**config.mk**
```make
export PLATFORM = sky130hd
export DESIGN_NAME = packet_slot_pool
export DESIGN_NICKNAME = d
export VERILOG_FILES = /design/src/rtl/psp_pkg.sv /design/src/rtl/packet_slot_pool.sv
export VERILOG_INCLUDE_DIRS = /design/src /design/src/rtl
export SDC_FILE = /design/constraint.sdc
export NUM_CORES = 1
export LEC_CHECK = 0
export BUFFER_PORTS_ARGS = -buffer_cell sky130_fd_sc_hd__buf_2
export CAP_MARGIN = 40
export CORE_MARGIN = 4
export CORE_UTILIZATION = 55
export CTS_BUF_LIST = sky130_fd_sc_hd__clkbuf_4 sky130_fd_sc_hd__clkbuf_8
export DETAILED_ROUTE_END_ITERATION = 7
export PLACE_DENSITY = 0.74
export SLEW_MARGIN = 20
export SYNTH_ARGS = -nofsm -noshare
export SYNTH_HDL_FRONTEND = slang
export SYNTH_SLANG_ARGS = --single-unit
```
**constraint.sdc**
```tcl
create_clock -name clk -period 4.1 [get_ports clk]
set_clock_uncertainty 0.1 [all_clocks]
set_input_delay 0.82 -clock clk [delete_from_list [all_inputs] [get_ports clk]]
set_output_delay 0.82 -clock clk [all_outputs]
set_load 0.01 [all_outputs]
```
**src/rtl/packet_slot_pool_assert.svh**
```systemverilog
// assertion macros shared by the packet slot pool rtl
`ifndef PACKET_SLOT_POOL_ASSERT_SVH
`define PACKET_SLOT_POOL_ASSERT_SVH

// same-cycle implication, checked out of reset
`define PSP_ASSERT_NOW(label, ante, cons, msg) \
  label: assert property (@(posedge clk) disable iff (!rst_n) (ante) |-> (cons)) \
    else $error(msg);

// next-cycle implication, checked out of reset
`define PSP_ASSERT_NEXT(label, ante, cons, msg) \
  label: assert property (@(posedge clk) disable iff (!rst_n) (ante) |=> (cons)) \
    else $error(msg);

`endif

```
**src/rtl/psp_pkg.sv**
```systemverilog
// types and constants for the packet slot pool
`default_nettype none

package psp_pkg;

  localparam int SLOT_COUNT        = 16;
  localparam int SLOT_IW           = $clog2(SLOT_COUNT);
  localparam int MAX_PACKET_LENGTH = 256;

  localparam int OPCODE_W = 3;
  localparam int INDEX_W  = 4;
  localparam int LENGTH_W = 9;
  localparam int REPEAT_W = 4;
  localparam int STATUS_W = 2;
  localparam int COUNT_W  = 4;

  // operation codes
  localparam logic [OPCODE_W-1:0] OP_REINIT     = 3'd0;
  localparam logic [OPCODE_W-1:0] OP_ALLOCATE   = 3'd1;
  localparam logic [OPCODE_W-1:0] OP_QUEUE      = 3'd2;
  localparam logic [OPCODE_W-1:0] OP_NEXT_PEND  = 3'd3;
  localparam logic [OPCODE_W-1:0] OP_COUNT_SEND = 3'd4;

  // response codes
  localparam logic [STATUS_W-1:0] RSP_OK      = 2'd0;
  localparam logic [STATUS_W-1:0] RSP_NONE    = 2'd1;
  localparam logic [STATUS_W-1:0] RSP_BAD_IDX = 2'd2;

  localparam logic [COUNT_W-1:0] COUNT_MAX = {COUNT_W{1'b1}};

  // per-slot state
  typedef enum logic [1:0] {
    SL_FREE    = 2'd0,
    SL_HANDED  = 2'd1,
    SL_PENDING = 2'd2,
    SL_SENT    = 2'd3
  } slot_st_t;

  // sequencer state
  typedef enum logic [2:0] {
    S_IDLE,
    S_CLEAR,
    S_SCAN,
    S_QUEUE,
    S_COUNT,
    S_RESULT
  } state_t;

endpackage

`default_nettype wire

```
**src/rtl/packet_slot_pool.sv**
```systemverilog
// packet slot pool: sequencer walking the slot table through one shared slot port
// After acceptance the sequencer runs its work states, then loads the output register in S_RESULT;
// a bad index or unknown opcode goes straight to S_RESULT, queue and count_send go through S_QUEUE
// or S_COUNT, allocate scans, next_pending scans then counts, and reinit clears (one slot cleared per cycle).
// One transaction at a time: in_stall is high until the result is loaded into the output register.
// Reset (synchronous, rst_n low) frees every slot, zeroes send counts, sets targets to one.
`default_nettype none

module packet_slot_pool
  import psp_pkg::*;
(
  input  wire logic                clk,
  input  wire logic                rst_n,
  input  wire logic                in_valid,
  output logic                     in_stall,
  input  wire logic [OPCODE_W-1:0] in_opcode,
  input  wire logic [INDEX_W-1:0]  in_slot_index,
  input  wire logic [LENGTH_W-1:0] in_packet_length,
  input  wire logic [REPEAT_W-1:0] in_send_repeat,
  output logic                     out_valid,
  input  wire logic                out_stall,
  output logic [STATUS_W-1:0]      out_status,
  output logic [INDEX_W-1:0]       out_chosen_slot,
  output logic [LENGTH_W-1:0]      out_chosen_length,
  output logic                     out_became_sent
);

`include "packet_slot_pool_assert.svh"

  // slot table
  slot_st_t             slot_st_r   [SLOT_COUNT];
  logic [COUNT_W-1:0]   sends_done_r[SLOT_COUNT];
  logic [REPEAT_W-1:0]  sends_want_r[SLOT_COUNT];
  logic [LENGTH_W-1:0]  slot_len_r  [SLOT_COUNT];

  // sequencer and command registers
  state_t               state_r, state_nxt;
  logic [SLOT_IW-1:0]   ptr_r, ptr_nxt;
  logic [OPCODE_W-1:0]  op_r, op_nxt;
  logic [LENGTH_W-1:0]  len_r, len_nxt;
  logic [REPEAT_W-1:0]  rep_r, rep_nxt;

  // result being built
  logic [STATUS_W-1:0]  res_status_r, res_status_nxt;
  logic [INDEX_W-1:0]   res_slot_r, res_slot_nxt;
  logic [LENGTH_W-1:0]  res_len_r, res_len_nxt;
  logic                 res_sent_r, res_sent_nxt;

  // output register
  logic                 out_valid_r, out_valid_nxt;
  logic [STATUS_W-1:0]  out_status_r;
  logic [INDEX_W-1:0]   out_slot_r;
  logic [LENGTH_W-1:0]  out_len_r;
  logic                 out_sent_r;
  logic                 out_load;

  // slot port write controls
  logic                 wr_st_en, wr_done_en, wr_want_en, wr_len_en;
  slot_st_t             wr_st_val;
  logic [COUNT_W-1:0]   wr_done_val;
  logic [REPEAT_W-1:0]  wr_want_val;

  // shared slot read at the pointer
  slot_st_t             rd_st;
  logic [COUNT_W-1:0]   rd_done;
  logic [REPEAT_W-1:0]  rd_want;
  logic [COUNT_W-1:0]   done_inc;
  logic                 cnt_hit;
  slot_st_t             scan_target;
  logic                 ptr_last;
  logic                 in_accept;
  logic                 bad_idx;
  logic [LENGTH_W-1:0]  len_sat;

  assign rd_st    = slot_st_r[ptr_r];
  assign rd_done  = sends_done_r[ptr_r];
  assign rd_want  = sends_want_r[ptr_r];
  assign ptr_last = (ptr_r == SLOT_IW'(SLOT_COUNT - 1));

  // shared send counter: saturating increment and target compare
  assign done_inc = (rd_done == COUNT_MAX) ? rd_done : rd_done + 1'b1;
  assign cnt_hit  = ({1'b0, done_inc} >= {1'b0, rd_want});

  assign scan_target = (op_r == OP_ALLOCATE) ? SL_FREE : SL_PENDING;

  assign in_stall  = (state_r != S_IDLE);
  assign in_accept = in_valid && !in_stall;
  assign bad_idx   = (int'(in_slot_index) >= SLOT_COUNT);
  assign len_sat   = (int'(in_packet_length) > MAX_PACKET_LENGTH) ?
                     LENGTH_W'(MAX_PACKET_LENGTH) : in_packet_length;

  assign out_load = (state_r == S_RESULT) && (!out_valid_r || !out_stall);

  // sequencer state register
  always_ff @(posedge clk) begin
    if (!rst_n) begin
      state_r     <= S_IDLE;
      out_valid_r <= 1'b0;
    end else begin
      state_r     <= state_nxt;
      out_valid_r <= out_valid_nxt;
    end
  end

  // command, pointer and result registers
  always_ff @(posedge clk) begin
    ptr_r        <= ptr_nxt;
    op_r         <= op_nxt;
    len_r        <= len_nxt;
    rep_r        <= rep_nxt;
    res_status_r <= res_status_nxt;
    res_slot_r   <= res_slot_nxt;
    res_len_r    <= res_len_nxt;
    res_sent_r   <= res_sent_nxt;
  end

  // output payload register
  always_ff @(posedge clk) begin
    if (out_load) begin
      out_status_r <= res_status_r;
      out_slot_r   <= res_slot_r;
      out_len_r    <= res_len_r;
      out_sent_r   <= res_sent_r;
    end
  end

  // next state and slot port controls
  always_comb begin
    state_nxt      = state_r;
    ptr_nxt        = ptr_r;
    op_nxt         = op_r;
    len_nxt        = len_r;
    rep_nxt        = rep_r;
    res_status_nxt = res_status_r;
    res_slot_nxt   = res_slot_r;
    res_len_nxt    = res_len_r;
    res_sent_nxt   = res_sent_r;
    out_valid_nxt  = out_valid_r;
    wr_st_en       = 1'b0;
    wr_st_val      = SL_FREE;
    wr_done_en     = 1'b0;
    wr_done_val    = '0;
    wr_want_en     = 1'b0;
    wr_want_val    = '0;
    wr_len_en      = 1'b0;

    // result taken downstream
    if (out_valid_r && !out_stall) begin
      out_valid_nxt = 1'b0;
    end

    unique case (state_r)
      S_IDLE: begin
        if (in_accept) begin
          op_nxt         = in_opcode;
          len_nxt        = len_sat;
          rep_nxt        = in_send_repeat;
          res_status_nxt = RSP_OK;
          res_slot_nxt   = '0;
          res_len_nxt    = '0;
          res_sent_nxt   = 1'b0;
          ptr_nxt        = '0;
          unique case (in_opcode)
            OP_REINIT:                 state_nxt = S_CLEAR;
            OP_ALLOCATE, OP_NEXT_PEND: state_nxt = S_SCAN;
            OP_QUEUE, OP_COUNT_SEND: begin
              if (bad_idx) begin
                res_status_nxt = RSP_BAD_IDX;
                state_nxt      = S_RESULT;
              end else begin
                ptr_nxt   = SLOT_IW'(in_slot_index);
                state_nxt = (in_opcode == OP_QUEUE) ? S_QUEUE : S_COUNT;
              end
            end
            default:                   state_nxt = S_RESULT;
          endcase
        end
      end

      // clearing sweep, one slot a cycle
      S_CLEAR: begin
        wr_st_en    = 1'b1;
        wr_st_val   = SL_FREE;
        wr_done_en  = 1'b1;
        wr_done_val = '0;
        wr_want_en  = 1'b1;
        wr_want_val = REPEAT_W'(1);
        ptr_nxt     = ptr_r + 1'b1;
        if (ptr_last) begin
          state_nxt = S_RESULT;
        end
      end

      // lowest-first search for a free or pending slot
      S_SCAN: begin
        if (rd_st == scan_target) begin
          res_slot_nxt = INDEX_W'(ptr_r);
          if (op_r == OP_ALLOCATE) begin
            wr_st_en  = 1'b1;
            wr_st_val = SL_HANDED;
            state_nxt = S_RESULT;
          end else begin
            res_len_nxt = slot_len_r[ptr_r];
            state_nxt   = S_COUNT;
          end
        end else if (ptr_last) begin
          res_status_nxt = RSP_NONE;
          state_nxt      = S_RESULT;
        end else begin
          ptr_nxt = ptr_r + 1'b1;
        end
      end

      S_QUEUE: begin
        wr_st_en    = 1'b1;
        wr_st_val   = SL_PENDING;
        wr_want_en  = 1'b1;
        wr_want_val = rep_r;
        wr_len_en   = 1'b1;
        state_nxt   = S_RESULT;
      end

      // one send on the slot at the pointer
      S_COUNT: begin
        wr_done_en   = 1'b1;
        wr_done_val  = done_inc;
        res_slot_nxt = INDEX_W'(ptr_r);
        if (cnt_hit) begin
          wr_st_en     = 1'b1;
          wr_st_val    = SL_SENT;
          res_sent_nxt = (rd_st != SL_SENT);
        end
        state_nxt = S_RESULT;
      end

      S_RESULT: begin
        if (out_load) begin
          out_valid_nxt = 1'b1;
          state_nxt     = S_IDLE;
        end
      end

      default: state_nxt = S_IDLE;
    endcase
  end

  // slot state, counters and targets
  always_ff @(posedge clk) begin
    if (!rst_n) begin
      for (int i = 0; i < SLOT_COUNT; i++) begin
        slot_st_r[i]    <= SL_FREE;
        sends_done_r[i] <= '0;
        sends_want_r[i] <= REPEAT_W'(1);
      end
    end else begin
      if (wr_st_en) begin
        slot_st_r[ptr_r] <= wr_st_val;
      end
      if (wr_done_en) begin
        sends_done_r[ptr_r] <= wr_done_val;
      end
      if (wr_want_en) begin
        sends_want_r[ptr_r] <= wr_want_val;
      end
    end
  end

  // recorded lengths, valid once queued
  always_ff @(posedge clk) begin
    if (wr_len_en) begin
      slot_len_r[ptr_r] <= len_r;
    end
  end

  assign out_valid         = out_valid_r;
  assign out_status        = out_status_r;
  assign out_chosen_slot   = out_slot_r;
  assign out_chosen_length = out_len_r;
  assign out_became_sent   = out_sent_r;

  // checks
  `PSP_ASSERT_NOW(a_sent_only_ok, out_valid && out_became_sent, out_status == RSP_OK,
    "became_sent reported on a failed transaction")
  `PSP_ASSERT_NOW(a_status_code, out_valid,
    out_status == RSP_OK || out_status == RSP_NONE || out_status == RSP_BAD_IDX,
    "undefined status code on output")
  `PSP_ASSERT_NEXT(a_count_marks_sent, state_r == S_COUNT && cnt_hit,
    slot_st_r[$past(ptr_r)] == SL_SENT, "slot not marked sent after reaching its target")
  `PSP_ASSERT_NEXT(a_result_lands, out_load, out_valid_r && state_r == S_IDLE,
    "result not loaded into the output register")

endmodule

`default_nettype wire
```
# Word-level counts from Yosys, hierarchy flattened
# Memory sizes are Yosys's and may differ from the RTL's. A register that Yosys moved wholly into a read port is not among the register bits.
# Index checks and enable logic that the tools add are counted.
[totals]
ff_bits = 56
word_cells = 143
mem_count = 4
out_inout_bits = 18
mem_bits_rw = 304
[memory_table]
columns = ["name", "depth", "word_bits", "read_ports", "rd_ports_with_merged_regs", "write_ports", "line_no", "source"]
rows = [
  ["slot_len_r", 16, 9, 1, 1, 1, "packet_slot_pool.sv:34", "logic [LENGTH_W-1:0] slot_len_r [SLOT_COUNT];"],
  ["sends_done_r", 16, 4, 1, 1, 16, "packet_slot_pool.sv:32", "logic [COUNT_W-1:0] sends_done_r[SLOT_COUNT];"],
  ["sends_want_r", 16, 4, 1, 1, 16, "packet_slot_pool.sv:33", "logic [REPEAT_W-1:0] sends_want_r[SLOT_COUNT];"],
  ["slot_st_r", 16, 2, 1, 1, 16, "packet_slot_pool.sv:31", "slot_st_t slot_st_r [SLOT_COUNT];"],
]
[classes]
n_reduce_logical = 29
n_lt_le_gt_ge = 2
n_addsub = 2
mux = 70
n_eq_ne = 22
[op_table]
columns = ["operator", "n"]
rows = [
  ["$mux W4", 17],
  ["$mux W1", 29],
  ["$mux W9", 3],
  ["$pmux W4 S3", 2],
  ["$ne A2 B2 Y1 const B", 9],
  ["$pmux W9 S2", 1],
  ["$mux W3", 5],
  ["$pmux W3 S5", 1],
  ["$eq A3 B2 Y1 const B", 4],
  ["$mux W2", 6],
  ["$reduce_and A4 Y1", 3],
  ["$reduce_or A2 Y1", 6],
  ["$eq A3 B1 Y1 const B", 3],
  ["$eq A3 B3 Y1 const B", 3],
  ["$gt A9 B9 Y1 const B", 1],
  ["$pmux W3 S3", 1],
  ["$reduce_bool A3 Y1", 3],
  ["$add A4 B1 Y4 const B", 2],
  ["$eq A4 B4 Y1 const B", 2],
  ["$pmux W4 S2", 1],
  ["$reduce_or A4 Y1", 2],
  ["$logic_not A3 Y1", 2],
  ["$pmux W2 S3", 1],
  ["$reduce_and A3 Y1", 2],
  ["10 further kinds", 16],
]

# Logic depth before layout (Yosys ltp)
# Gate-level depths: netlist of the first run.
[depth]
depth_word = 10
ltp_mapped = 18

# Worst setup path before layout of the first run
# No wires, ideal clock.
[synth_timing]
path_kind = "register to register"
startpoint = "register (tool-made name)"
endpoint = "memory slot_st_r[0][1] in the netlist's numbering (data pin)"
required_ns = 3.731
setup_ns = 0.269
path_buffers = 4
stages_incl_launch_ff = 18
arrival_time_ns = 4.142
path_slack_ns = -0.411
cell_sequence = "dfxtp_1 > buf_2 > buf_6 > mux4_2 > a22oi_1 > nand3_1 > ha_1 > and3_1 > xor2_1 > buf_4 > ha_1 > nand2b_1 > a21o_1 > a21o_1 > a21o_1 > a21oi_1 > clkbuf_1 > nor3b_1"
[synth_lines]
columns = ["element", "line_no"]
rows = [
  ["to (decl)", "packet_slot_pool.sv:31"],
]

==> impl_metrics.toml, run 1 <==
[setup_path]
cp.arrival_ps = 4170
cpPeakStageDelay_ps = 490
cp_slowest_cell = "mux4_2"
cp_num_buf_inv = 2
worstPathRequired_ps = 4300
critPathCaptureType = "flip-flop"
setup.worst_path.start_class = "flip-flop"
crit_fanout = 8
path_delay_family = "compound AO/OA/AOI/OAI gates"
critical_path_class = "flip-flop to flip-flop"
crit_chain = "buf_6 -> mux4_2 -> a22oi_1 -> nand3_1 -> ha_2 -> and3_4 -> xor2_4 -> ha_1 -> nand2b_1 -> a21o_1 -> a21o_1 -> a21o_2 -> a211oi_4 -> buf_6 -> a21oi_1"

[synth]
synth_fp_nets = 1032
avgSynthCellArea_um2 = 15.71
synth_top_family_by_area = "multiplexers"
ys_ff_latch = 362
synthAdderAreaFrac_pct = 0.7177
synth_top_area_share_pct = 67.75
synth-compound-area-share_pct = 3.517
synthTopCellsByArea = "edfxtp_1, mux4_2, nor2_1"
synth.largest_area_cell = "edfxtp_1"
synthMuxAreaShare_pct = 13.09
synthCells = 999
synthSimpleGateAreaFrac_pct = 11.02
yosysWarningCount = 0
synthXorXnorAreaFrac_pct = 0.3349
async_flop_share_pct = 0
synth-main-ff-cell = "edfxtp_1"
synth_seq_area_share_pct = 68.77
netlist_area_mm2 = 0.01569
synth_cell_types = 56
synth_edf_count = 354

[global_route]
grt_pass1_vias = 9062
grtUsageTotal_pct = 22.53
busiest_layer = "met1"
grtUsageMet1_pct = 34.64
grt_max_degree = 61
grt_overflow = 0
globalRouteMet2Util_pct = 33.10
antenna_found_initial = 2
grt_pass1_wl_mm = 53.61
use_met3_pct = 5.896

[clock_network]
ctsHoldBuffers = 0
clock_latency_ps = 580
cts_sinks = 362
h-tree-depth = 2
clk_pin_slew_ps = 60
clockRootBuffer = "clkbuf_8"
numCtsBuffers = 57
clockBufferDepth = 3
cts_tree = "yes"

[power]
p_leak_uw = 0.005915
powerDensity_mw_per_mm2 = 672.9
seq_power_share_pct = 41.7
power_uw = 11920
clockPowerShare_pct = 25.0
p_sw_uw = 4086
ir_drop_uv = 355.3
pwr-share-comb_pct = 33.3
swShare_pct = 34.28
p_int_uw = 7834

[cells_and_area]
finalNonFillerCells = 1507
fillers = 2025
n_antenna_cell = 0
areaGrowthSynthToFinish_pct = 12.91
multi_input_area_mm2 = 0.004558
finalNetCount = 1116
drive_gt1_share_pct = 26.84
seqCellArea_mm2 = 0.01080
fin_util_pct = 63.42

[timing]
hold_viol_final = 0
slew_headroom_pct = 48.74
post-route-min-period_ps = 3968
worstMarginPinSlew_ps = 760.9
finalCritPeriodShare_pct = 96.78
fmax_mhz = 252.0
setup_viol_count_final = 0
final-max-slew-violation-count = 0

[detailed_routing]
via_per_inst = 6.113
ant_nets = 0
wire_per_inst_um = 23.06
drc_errors = 0
drt_pass1_iterations = 5
drt-initial-drc-count = 1137
wirelength_mm = 34.75
vias = 9212

[min_path]
hold_class = "flip-flop to flip-flop"

[flow_run]
cap_violations = 0

[place]
gp_congestion = 0.8717
place_hpwl_mm = 22.74
dpl.cell_count = 1388
port_buffers = 40

[die]
die_x_um = 176.9
start_util_pct = 56.17
die-height_um = 176.9
io_pins = 42
die_area_mm2 = 0.03129
row_count = 61
coreArea_mm2 = 0.02793

[status]
status = "finished, final reports clean"
## cell usage after synthesis (2+ instances only)
| library cell | instances |
|---|---|
| dfxtp_1 | 8 |
| or3_1 | 5 |
| a21o_1 | 5 |
| buf_6 | 3 |
| inv_1 | 17 |
| nor3_2 | 10 |
| nand2_1 | 52 |
| mux4_2 | 87 |
| ha_1 | 9 |
| edfxtp_1 | 354 |
| and3_1 | 4 |
| nor2b_1 | 17 |
| clkbuf_1 | 47 |
| or2_2 | 2 |
| and2_1 | 14 |
| a221oi_1 | 3 |
| nor3_1 | 11 |
| mux2_2 | 2 |
| nand3_1 | 42 |
| buf_2 | 13 |
| xor2_1 | 5 |
| buf_4 | 7 |
| or3b_2 | 3 |
| nand2b_1 | 12 |
| o21ai_0 | 23 |
| nand4_1 | 12 |
| a211oi_1 | 3 |
| o211ai_1 | 2 |
| a21oi_1 | 23 |
| a22oi_1 | 9 |
| nand3b_1 | 2 |
| nor2_1 | 147 |
| a31oi_1 | 2 |
| mux2i_1 | 5 |
| nor3b_1 | 17 |
| a21boi_0 | 2 |
## logic make-up (layout without fill, tap and decap cells)
logic type,after synthesis,in the layout
xor+xnor,6,6
flops,362,362
mux,95,95
buf+inv,88,218
compound gates,84,84
simple gates,354,354
fa+ha+maj,9,9
other cells,1,1
## sequential cells by signal, indices dropped and copies added (netlist names), 3 cells and up, named ones only
signal,cells
len_r,9
rep_r,4
out_chosen_length,9
out_chosen_slot,4
ptr_r,4
res_slot_r,4
slot_len_r,144
slot_st_r,32
state_r,3
op_r,3
sends_want_r,64
res_len_r,9
sends_done_r,64
## final cells by class
| cell class | count | share of cell area (%) |
|---|---|---|
| repair buffers | 96 | 3.962 |
| clock inverters | 33 | 1.264 |
| clock buffers | 72 | 5.064 |
| flip-flops and latches | 362 | 60.95 |
| well taps | 378 | 2.670 |
| multi-input cells | 549 | 25.73 |
| inverters | 17 | 0.3602 |
## worst paths after layout
| kind | start | endpoint | slack [ps] | cells after the start |
|---|---|---|---|---|
| max | flip-flop | slot_st_r[9][1] | 130 | 15 |
| min | res_len_r[6] | out_chosen_length[6] | 320 | 0 |
| max reg2reg | flip-flop | slot_st_r[9][1] | 130 | 15 |
| min reg2reg | res_len_r[6] | out_chosen_length[6] | 320 | 0 |
## per-layer routing
layer / up-vias / share of wire, %
met5: - / 0.063
met4: 4 / 1.8
met3: 59 / 11
met2: 518 / 45
met1: 4613 / 42
li1: 4018 / -
## layout by cell type, fill, tap and decap left out, drive strengths merged, types with 6 or more instances in the layout
cell type    n
nor2       147
mux4        87
edfxtp     354
mux2i        6
o21ai       25
nand2b      12
nand3       43
and2        14
nor3        21
a22oi       10
nor3b       17
inv         17
clkbuf      72
a21oi       24
nand4       12
nand2       52
buf         96
dfxtp        8
ha           9
clkinv      27
nor2b       17
## worst reg2reg max path: cells and delay by family (launching register included)
kind | cells | cell delay [ps]
and+or+nand+nor | 3 | 470
adders and majority gates | 2 | 490
buffers and inverters | 2 | 350
DFF | 1 | 420
xor gates and xnor gates | 1 | 190
muxes | 1 | 500
AOI/OAI and AO/OA | 6 | 1170
## metrics by stage
stage,instance area (um2),setup slack (ps),hold WS (ps),setup TNS [ps]
after global routing,17720,-5.199,272.4,-22.66
after floorplan,15750,3.640,300.3,0
final,17720,132.1,318.5,0
after CTS,17560,20.86,280.2,0
after global placement,16440,68.96,305.5,0
after detailed placement,16440,43.03,304.5,0
## power groups by stage
stage	Sequential [uW]	Combinational [uW]	Clock, uW
6_report	4970	3970	2980
4_1_cts	4990	3760	3030
3_5_place_dp	5060	3740	0
3_3_place_gp	5040	3700	0
2_1_floorplan	4800	2790	0
5_1_grt	5020	4230	3240
## repair_timing
action,4_1_cts,5_1_grt
endpoints found under the setup margin,0,64
resized for setup,0,10
setup buffers,0,9
No activity file was read; power rests on OpenSTA's default activity.
==> inputs of run 2 (changes only) <==
ABC_AREA = 1   (was default)
==> run 2 against run 1 <==
Against the previous run:
- combinational power is 5.8% lower
- clock-buffer cell count increased by 6
- highest routed layer is now met4
- flip-flop and latch count unchanged
- synthesized cell count is 46% higher
- largest cell class unchanged
==> impl_metrics.toml, run 2 <==
[clock_network]
numCtsBuffers = 57
cts_sinks = 362
ctsHoldBuffers = 0
cts_tree = "yes"
clock_latency_ps = 600
clockBufferDepth = 3
clockRootBuffer = "clkbuf_8"
clk_pin_slew_ps = 60
h-tree-depth = 2

[synth]
synth-main-ff-cell = "edfxtp_1"
synth_seq_area_share_pct = 67.13
async_flop_share_pct = 0
synth_common_cells = "edfxtp_1, nor2_1, nand2_1"
synthMuxAreaShare_pct = 0
synth-compound-area-share_pct = 9.730
synth_top_family_by_area = "simple AND/OR/NAND/NOR gates"
synthXorXnorAreaFrac_pct = 0.1090
avgSynthCellArea_um2 = 11.02
synthCells = 1459
synth.largest_area_cell = "edfxtp_1"
synth_fp_nets = 1492
synth_edf_count = 354
synthAdderAreaFrac_pct = 0.7006
yosysMostFrequentCell = "edfxtp_1"
netlist_area_mm2 = 0.01607
yosysWarningCount = 0
ys_ff_latch = 362
synthSimpleGateAreaFrac_pct = 16.87
synth_cell_types = 41
synthTopCellsByArea = "edfxtp_1, nor2_1, nand2_1"
synth_top_area_share_pct = 66.13

[flow_run]
cap_violations = 0

[place]
pre_cts_slack_ps = 157.2
place_hpwl_mm = 25.02
dpl_cell_area_mm2 = 0.01664
gp_congestion = 0.8878
port_buffers = 40

[global_route]
antenna_found_initial = 0
grtUsageTotal_pct = 24.05
grt_pass1_vias = 10730
grt_pass1_wl_mm = 58.92
grt_max_degree = 89
grt_overflow = 0

[detailed_routing]
ant_nets = 0
drt-initial-drc-count = 1738
drc_errors = 0
wire_per_inst_um = 20.00
wirelength_mm = 38.92
drt_pass1_iterations = 6
vias = 11400
via_per_inst = 5.856

[setup_path]
cp.arrival_ps = 4100
critPathCaptureType = "flip-flop"
worstPathRequired_ps = 4350
r2r_end = "slot_st_r[15][1]"
critical_path_class = "flip-flop to flip-flop"
crit_fanout = 47
rr_worst_depth = 23
ff2ff_setup_slack_ps = 250
setup.worst_path.start_class = "flip-flop"

[min_path]
min_delay_worst_endpoint = "rep_r[0]"
hold_path_startpoint = "in_send_repeat[0]"
hold_depth = 1
hold_class = "input port to flip-flop"

[cells_and_area]
largest_reg_flops = 144
multi_input_area_mm2 = 0.004412
drive_gt1_share_pct = 15.17
fillers = 2166
final_area_mm2 = 0.01794
n_antenna_cell = 0
final_common_cell = "edfxtp_1"
mostFrequentLayoutCells = "edfxtp_1, nor2_1, nand2_1, o21ai_0, inv_1"
regMostFlops = "slot_len_r"
seqCellArea_mm2 = 0.01080
top_regs = "slot_len_r (144), sends_done_r (64), sends_want_r (64)"
areaGrowthSynthToFinish_pct = 11.61
finalNetCount = 1552

[die]
coreArea_mm2 = 0.02878
io_pins = 42
start_util_pct = 55.85
die-height_um = 179.0
row_count = 62
die_x_um = 179.0
die_area_mm2 = 0.03202

[power]
ir_drop_uv = 440.3
powerDensity_mw_per_mm2 = 654.1
p_leak_uw = 0.006305
power_uw = 11730

[timing]
fmax_mhz = 259.8
hold_viol_final = 0
worstMarginPinSlew_ps = 749.5
fin_ws_ps = 251.2
final-max-slew-violation-count = 0
post-route-min-period_ps = 3849
finalCritPeriodShare_pct = 93.87
slew_headroom_pct = 49.91
setup_viol_count_final = 0

[status]
status = "finished, final reports clean"
run 2: changes by cell type in the layout (fill, tap and decap cells not counted), moves of 14 or more:
| cell | change |
|---|---|
| o211ai_1 | +23 |
| mux4_2 | -87 |
| nand2_1 | +118 |
| inv_1 | +94 |
| nor2b_1 | -17 |
| nor3b_1 | -17 |
| o221ai_1 | +40 |
| nor2_2 | +21 |
| nor2_1 | +203 |
| and2_1 | -14 |
| o21ai_0 | +103 |
run 2: cell families after synthesis:
| kind of cell | count (synthesis) |
|---|---|
| adder cells (fa/ha/maj) | 9 |
| buffers and inverters | 203 |
| AND/OR/NAND/NOR | 627 |
| other | 1 |
| flip-flops | 362 |
| XOR/XNOR | 2 |
| AO/OA/AOI/OAI | 255 |
run 2: worst max path at each step:
stage,from,to
final,flip-flop,slot_st_r[15][1]
after detailed placement,flip-flop,slot_st_r[13][0]
after global placement,flip-flop,slot_st_r[13][1]
after global routing,flip-flop,slot_st_r[5][1]
after floorplan,flip-flop,slot_st_r[0][1]
after CTS,flip-flop,slot_st_r[6][1]
run 2: routing by layer:
layer,global-route usage (%),vias up,wire [um]
li1,-,5204,-
met4,9.018,0,1471
met1,33.41,5426,15480
met2,37.40,655,17860
met5,0,-,0
met3,5.483,111,4112
run 2: power breakdown:
group / internal (uW) / switching, uW / total (uW)
sequential: 4480 / 321 / 4800
clock: 1780 / 1410 / 3190
combinational: 1120 / 2610 / 3740
total: 7390 / 4350 / 11700
run 2: cell type report:
class | count | share of cell area (%)
timing repair buffer | 85 | 3.383
multi-input combinational | 894 | 24.59
sequential | 362 | 60.18
clock buffer | 78 | 5.391
tap | 384 | 2.678
inverter | 119 | 2.518
clock inverter | 24 | 1.255
run 2: metrics by stage:
| stage | util, % | hold slack, ps | std cells | setup TNS, ps |
|---|---|---|---|---|
| after floorplan | - | 300.3 | 1459 | 0 |
| after global placement | 57.72 | 304.0 | 1835 | 0 |
| after detailed placement | 57.81 | 304.5 | 1836 | 0 |
| after CTS | 61.96 | 275.1 | 1938 | 0 |
| after global routing | 62.33 | 279.2 | 1946 | -25.14 |
| final | 62.33 | 304.7 | 1946 | 0 |
run 2: critical path: stages, from the launching register on:
cell and delay, ps:
dfxtp_4 450, inv_6 330, nor2_1 90, nor2_1 90, o21ai_0 90, o211ai_1 110, o211ai_1 110, nand2_1 170
ha_1 220, nand2_1 100, nor2_2 140, inv_1 90, nand2_1 60, nand2_1 80, ha_1 300, inv_1 60
nor2_1 40, o211ai_1 140, nand3_1 90, nand2_1 170, inv_1 110, nor2_1 100, buf_4 270, nor2_1 100
run 2: what timing repair did:
action	in CTS	in global routing
resized for setup	0	1
setup endpoints to repair	0	64
buffers inserted	0	7
endpoints found under the hold margin	0	0
==> inputs of run 3 (changes only) <==
ABC_CLOCK_PERIOD_IN_PS = 4870   (was default)
CORE_UTILIZATION = 50   (was 55)
PLACE_DENSITY = 0.66   (was 0.74)
clock period = 4.87 ns   (was 4.1 ns; I/O delays follow)
==> run 3 against run 2 <==
Against the previous run:
- non-clock buffer count decreased by 11
- first-iteration DRC count decreased by 22%
- flip-flop and latch count unchanged
- worst setup slack improved by 280 ps
- sequential power decreased by 16%
- total power decreased by 19%
- sequential share of layout area increased by 0.58 points
- clock power decreased by 23%
- final area decreased by 0.96%
- utilization decreased by 6.2 points
- register-to-register slack improved by 280 ps
- critical endpoint is now slot_st_r[2][0]
- largest power group unchanged
==> impl_metrics.toml, run 3 (synthesized netlist as in run 2, its figures left out) <==
[die]
die-height_um = 187.3
die_area_mm2 = 0.03508
coreArea_mm2 = 0.03164
start_util_pct = 50.81
die_x_um = 187.3
row_count = 65
io_pins = 42

[cells_and_area]
regMostFlops = "slot_len_r"
drive_gt1_share_pct = 14.17
final_area_mm2 = 0.01777
top_regs = "slot_len_r (144), sends_done_r (64), sends_want_r (64)"
final_common_cell = "edfxtp_1"
finalNetCount = 1541
mostFrequentLayoutCells = "edfxtp_1, nor2_1, nand2_1, o21ai_0, inv_1"
largest_reg_flops = 144
areaGrowthSynthToFinish_pct = 10.54
n_antenna_cell = 0

[timing]
fin_hold_ws_ps = 314.4
hold_viol_final = 0
worstMarginPinSlew_ps = 766.9
fmax_mhz = 230.7
setup_viol_count_final = 0
slew_headroom_pct = 48.75
final-max-slew-violation-count = 0
post-route-min-period_ps = 4335
grt_setup_unrepaired = "no"
finalCritPeriodShare_pct = 89.02
setup_tns_ps = 0

[detailed_routing]
vias = 11140
drt-initial-drc-count = 1350
drc_errors = 0
wire_per_inst_um = 19.73
ant_nets = 0
drt_pass1_iterations = 5
wirelength_mm = 38.58
via_per_inst = 5.696

[global_route]
grt_overflow = 0
grt_pass1_wl_mm = 59.20
grt_pass1_vias = 10520
grtUsageTotal_pct = 21.42
grt_max_degree = 91
antenna_found_initial = 0

[flow_run]
cap_violations = 0

[setup_path]
crit_fanout = 39
worstPathRequired_ps = 5110
cp.arrival_ps = 4580
critPathCaptureType = "flip-flop"
setup.worst_path.start_class = "flip-flop"
critical_path_class = "flip-flop to flip-flop"
rr_worst_depth = 21

[min_path]
hold_depth = 0
hold_class = "flip-flop to flip-flop"

[clock_network]
clock_latency_ps = 590
clockRootBuffer = "clkbuf_8"
cts_sinks = 362
clockBufferDepth = 3
post_cts_resized = 0
clk_pin_slew_ps = 60
numCtsBuffers = 57
post_cts_buffers = 0
ctsHoldBuffers = 0
cts_tree = "yes"
h-tree-depth = 2

[power]
p_leak_uw = 0.006186
ir_drop_uv = 275.5
powerDensity_mw_per_mm2 = 535.1

[place]
dpl_cell_area_mm2 = 0.01659
place_hpwl_mm = 25.27
port_buffers = 40
gp_congestion = 0.8606

[status]
status = "finished, final reports clean"
==> run 3: final timing paths <==
kind,startpoint,end,slack (ps)
setup / recovery,flip-flop,slot_st_r[2][0],530
hold reg to reg,res_len_r[0],out_chosen_length[0],310
hold / removal,res_len_r[0],out_chosen_length[0],310
setup reg to reg,flip-flop,slot_st_r[2][0],530
==> run 3: area by class of cell <==
| type | count | area [um2] |
|---|---|---|
| clock buffers | 76 | 945.9 |
| multi-input cells | 894 | 4414 |
| clock inverters | 28 | 157.7 |
| fillers | 2644 | 13870 |
| flip-flops and latches | 362 | 10800 |
| inverters | 119 | 451.7 |
| well taps | 402 | 503.0 |
| repair buffers | 74 | 499.2 |
==> run 3: worst max-delay path, stage by stage, from the launching register on <==
cell	delay, ps
dfxtp_2	770
inv_2	330
nor2_1	180
o21ai_1	80
o211ai_1	130
nand3_1	100
nand2_1	140
ha_1	210
nand2_1	100
nor2_2	140
inv_1	100
nand2_1	60
nand2_1	80
ha_1	290
inv_1	60
nor2_1	40
o211ai_1	150
nand3_1	100
nand2_1	190
nand3_4	370
nand3_1	250
nand2_1	120
==> run 3: metal layers <==
layer	up-vias	track usage [%]	wire length [um]
met5	-	0	0
met4	0	6.342	920
met3	64	3.117	2741
met2	466	34.88	18360
met1	5430	30.26	16560
li1	5176	-	-
==> run 3: report_power, final <==
part           internal (uW)  switching [uW]  leakage (uW)
logic                    856            2130       0.00217
clock network           1320            1150      0.000572
registers               3770             280       0.00345
total                   5950            3560       0.00619
==> run 3: per-stage QoR <==
stage	util (%)	total power, uW	setup WS (ps)	cells
2_1_floorplan	-	6191	1330	1459
3_3_place_gp	52.09	6998	775.6	1832
3_5_place_dp	52.45	7047	639.1	1844
4_1_cts	55.93	9507	617.8	1948
5_1_grt	56.16	10050	127.7	1955
6_report	56.16	9509	534.8	1955
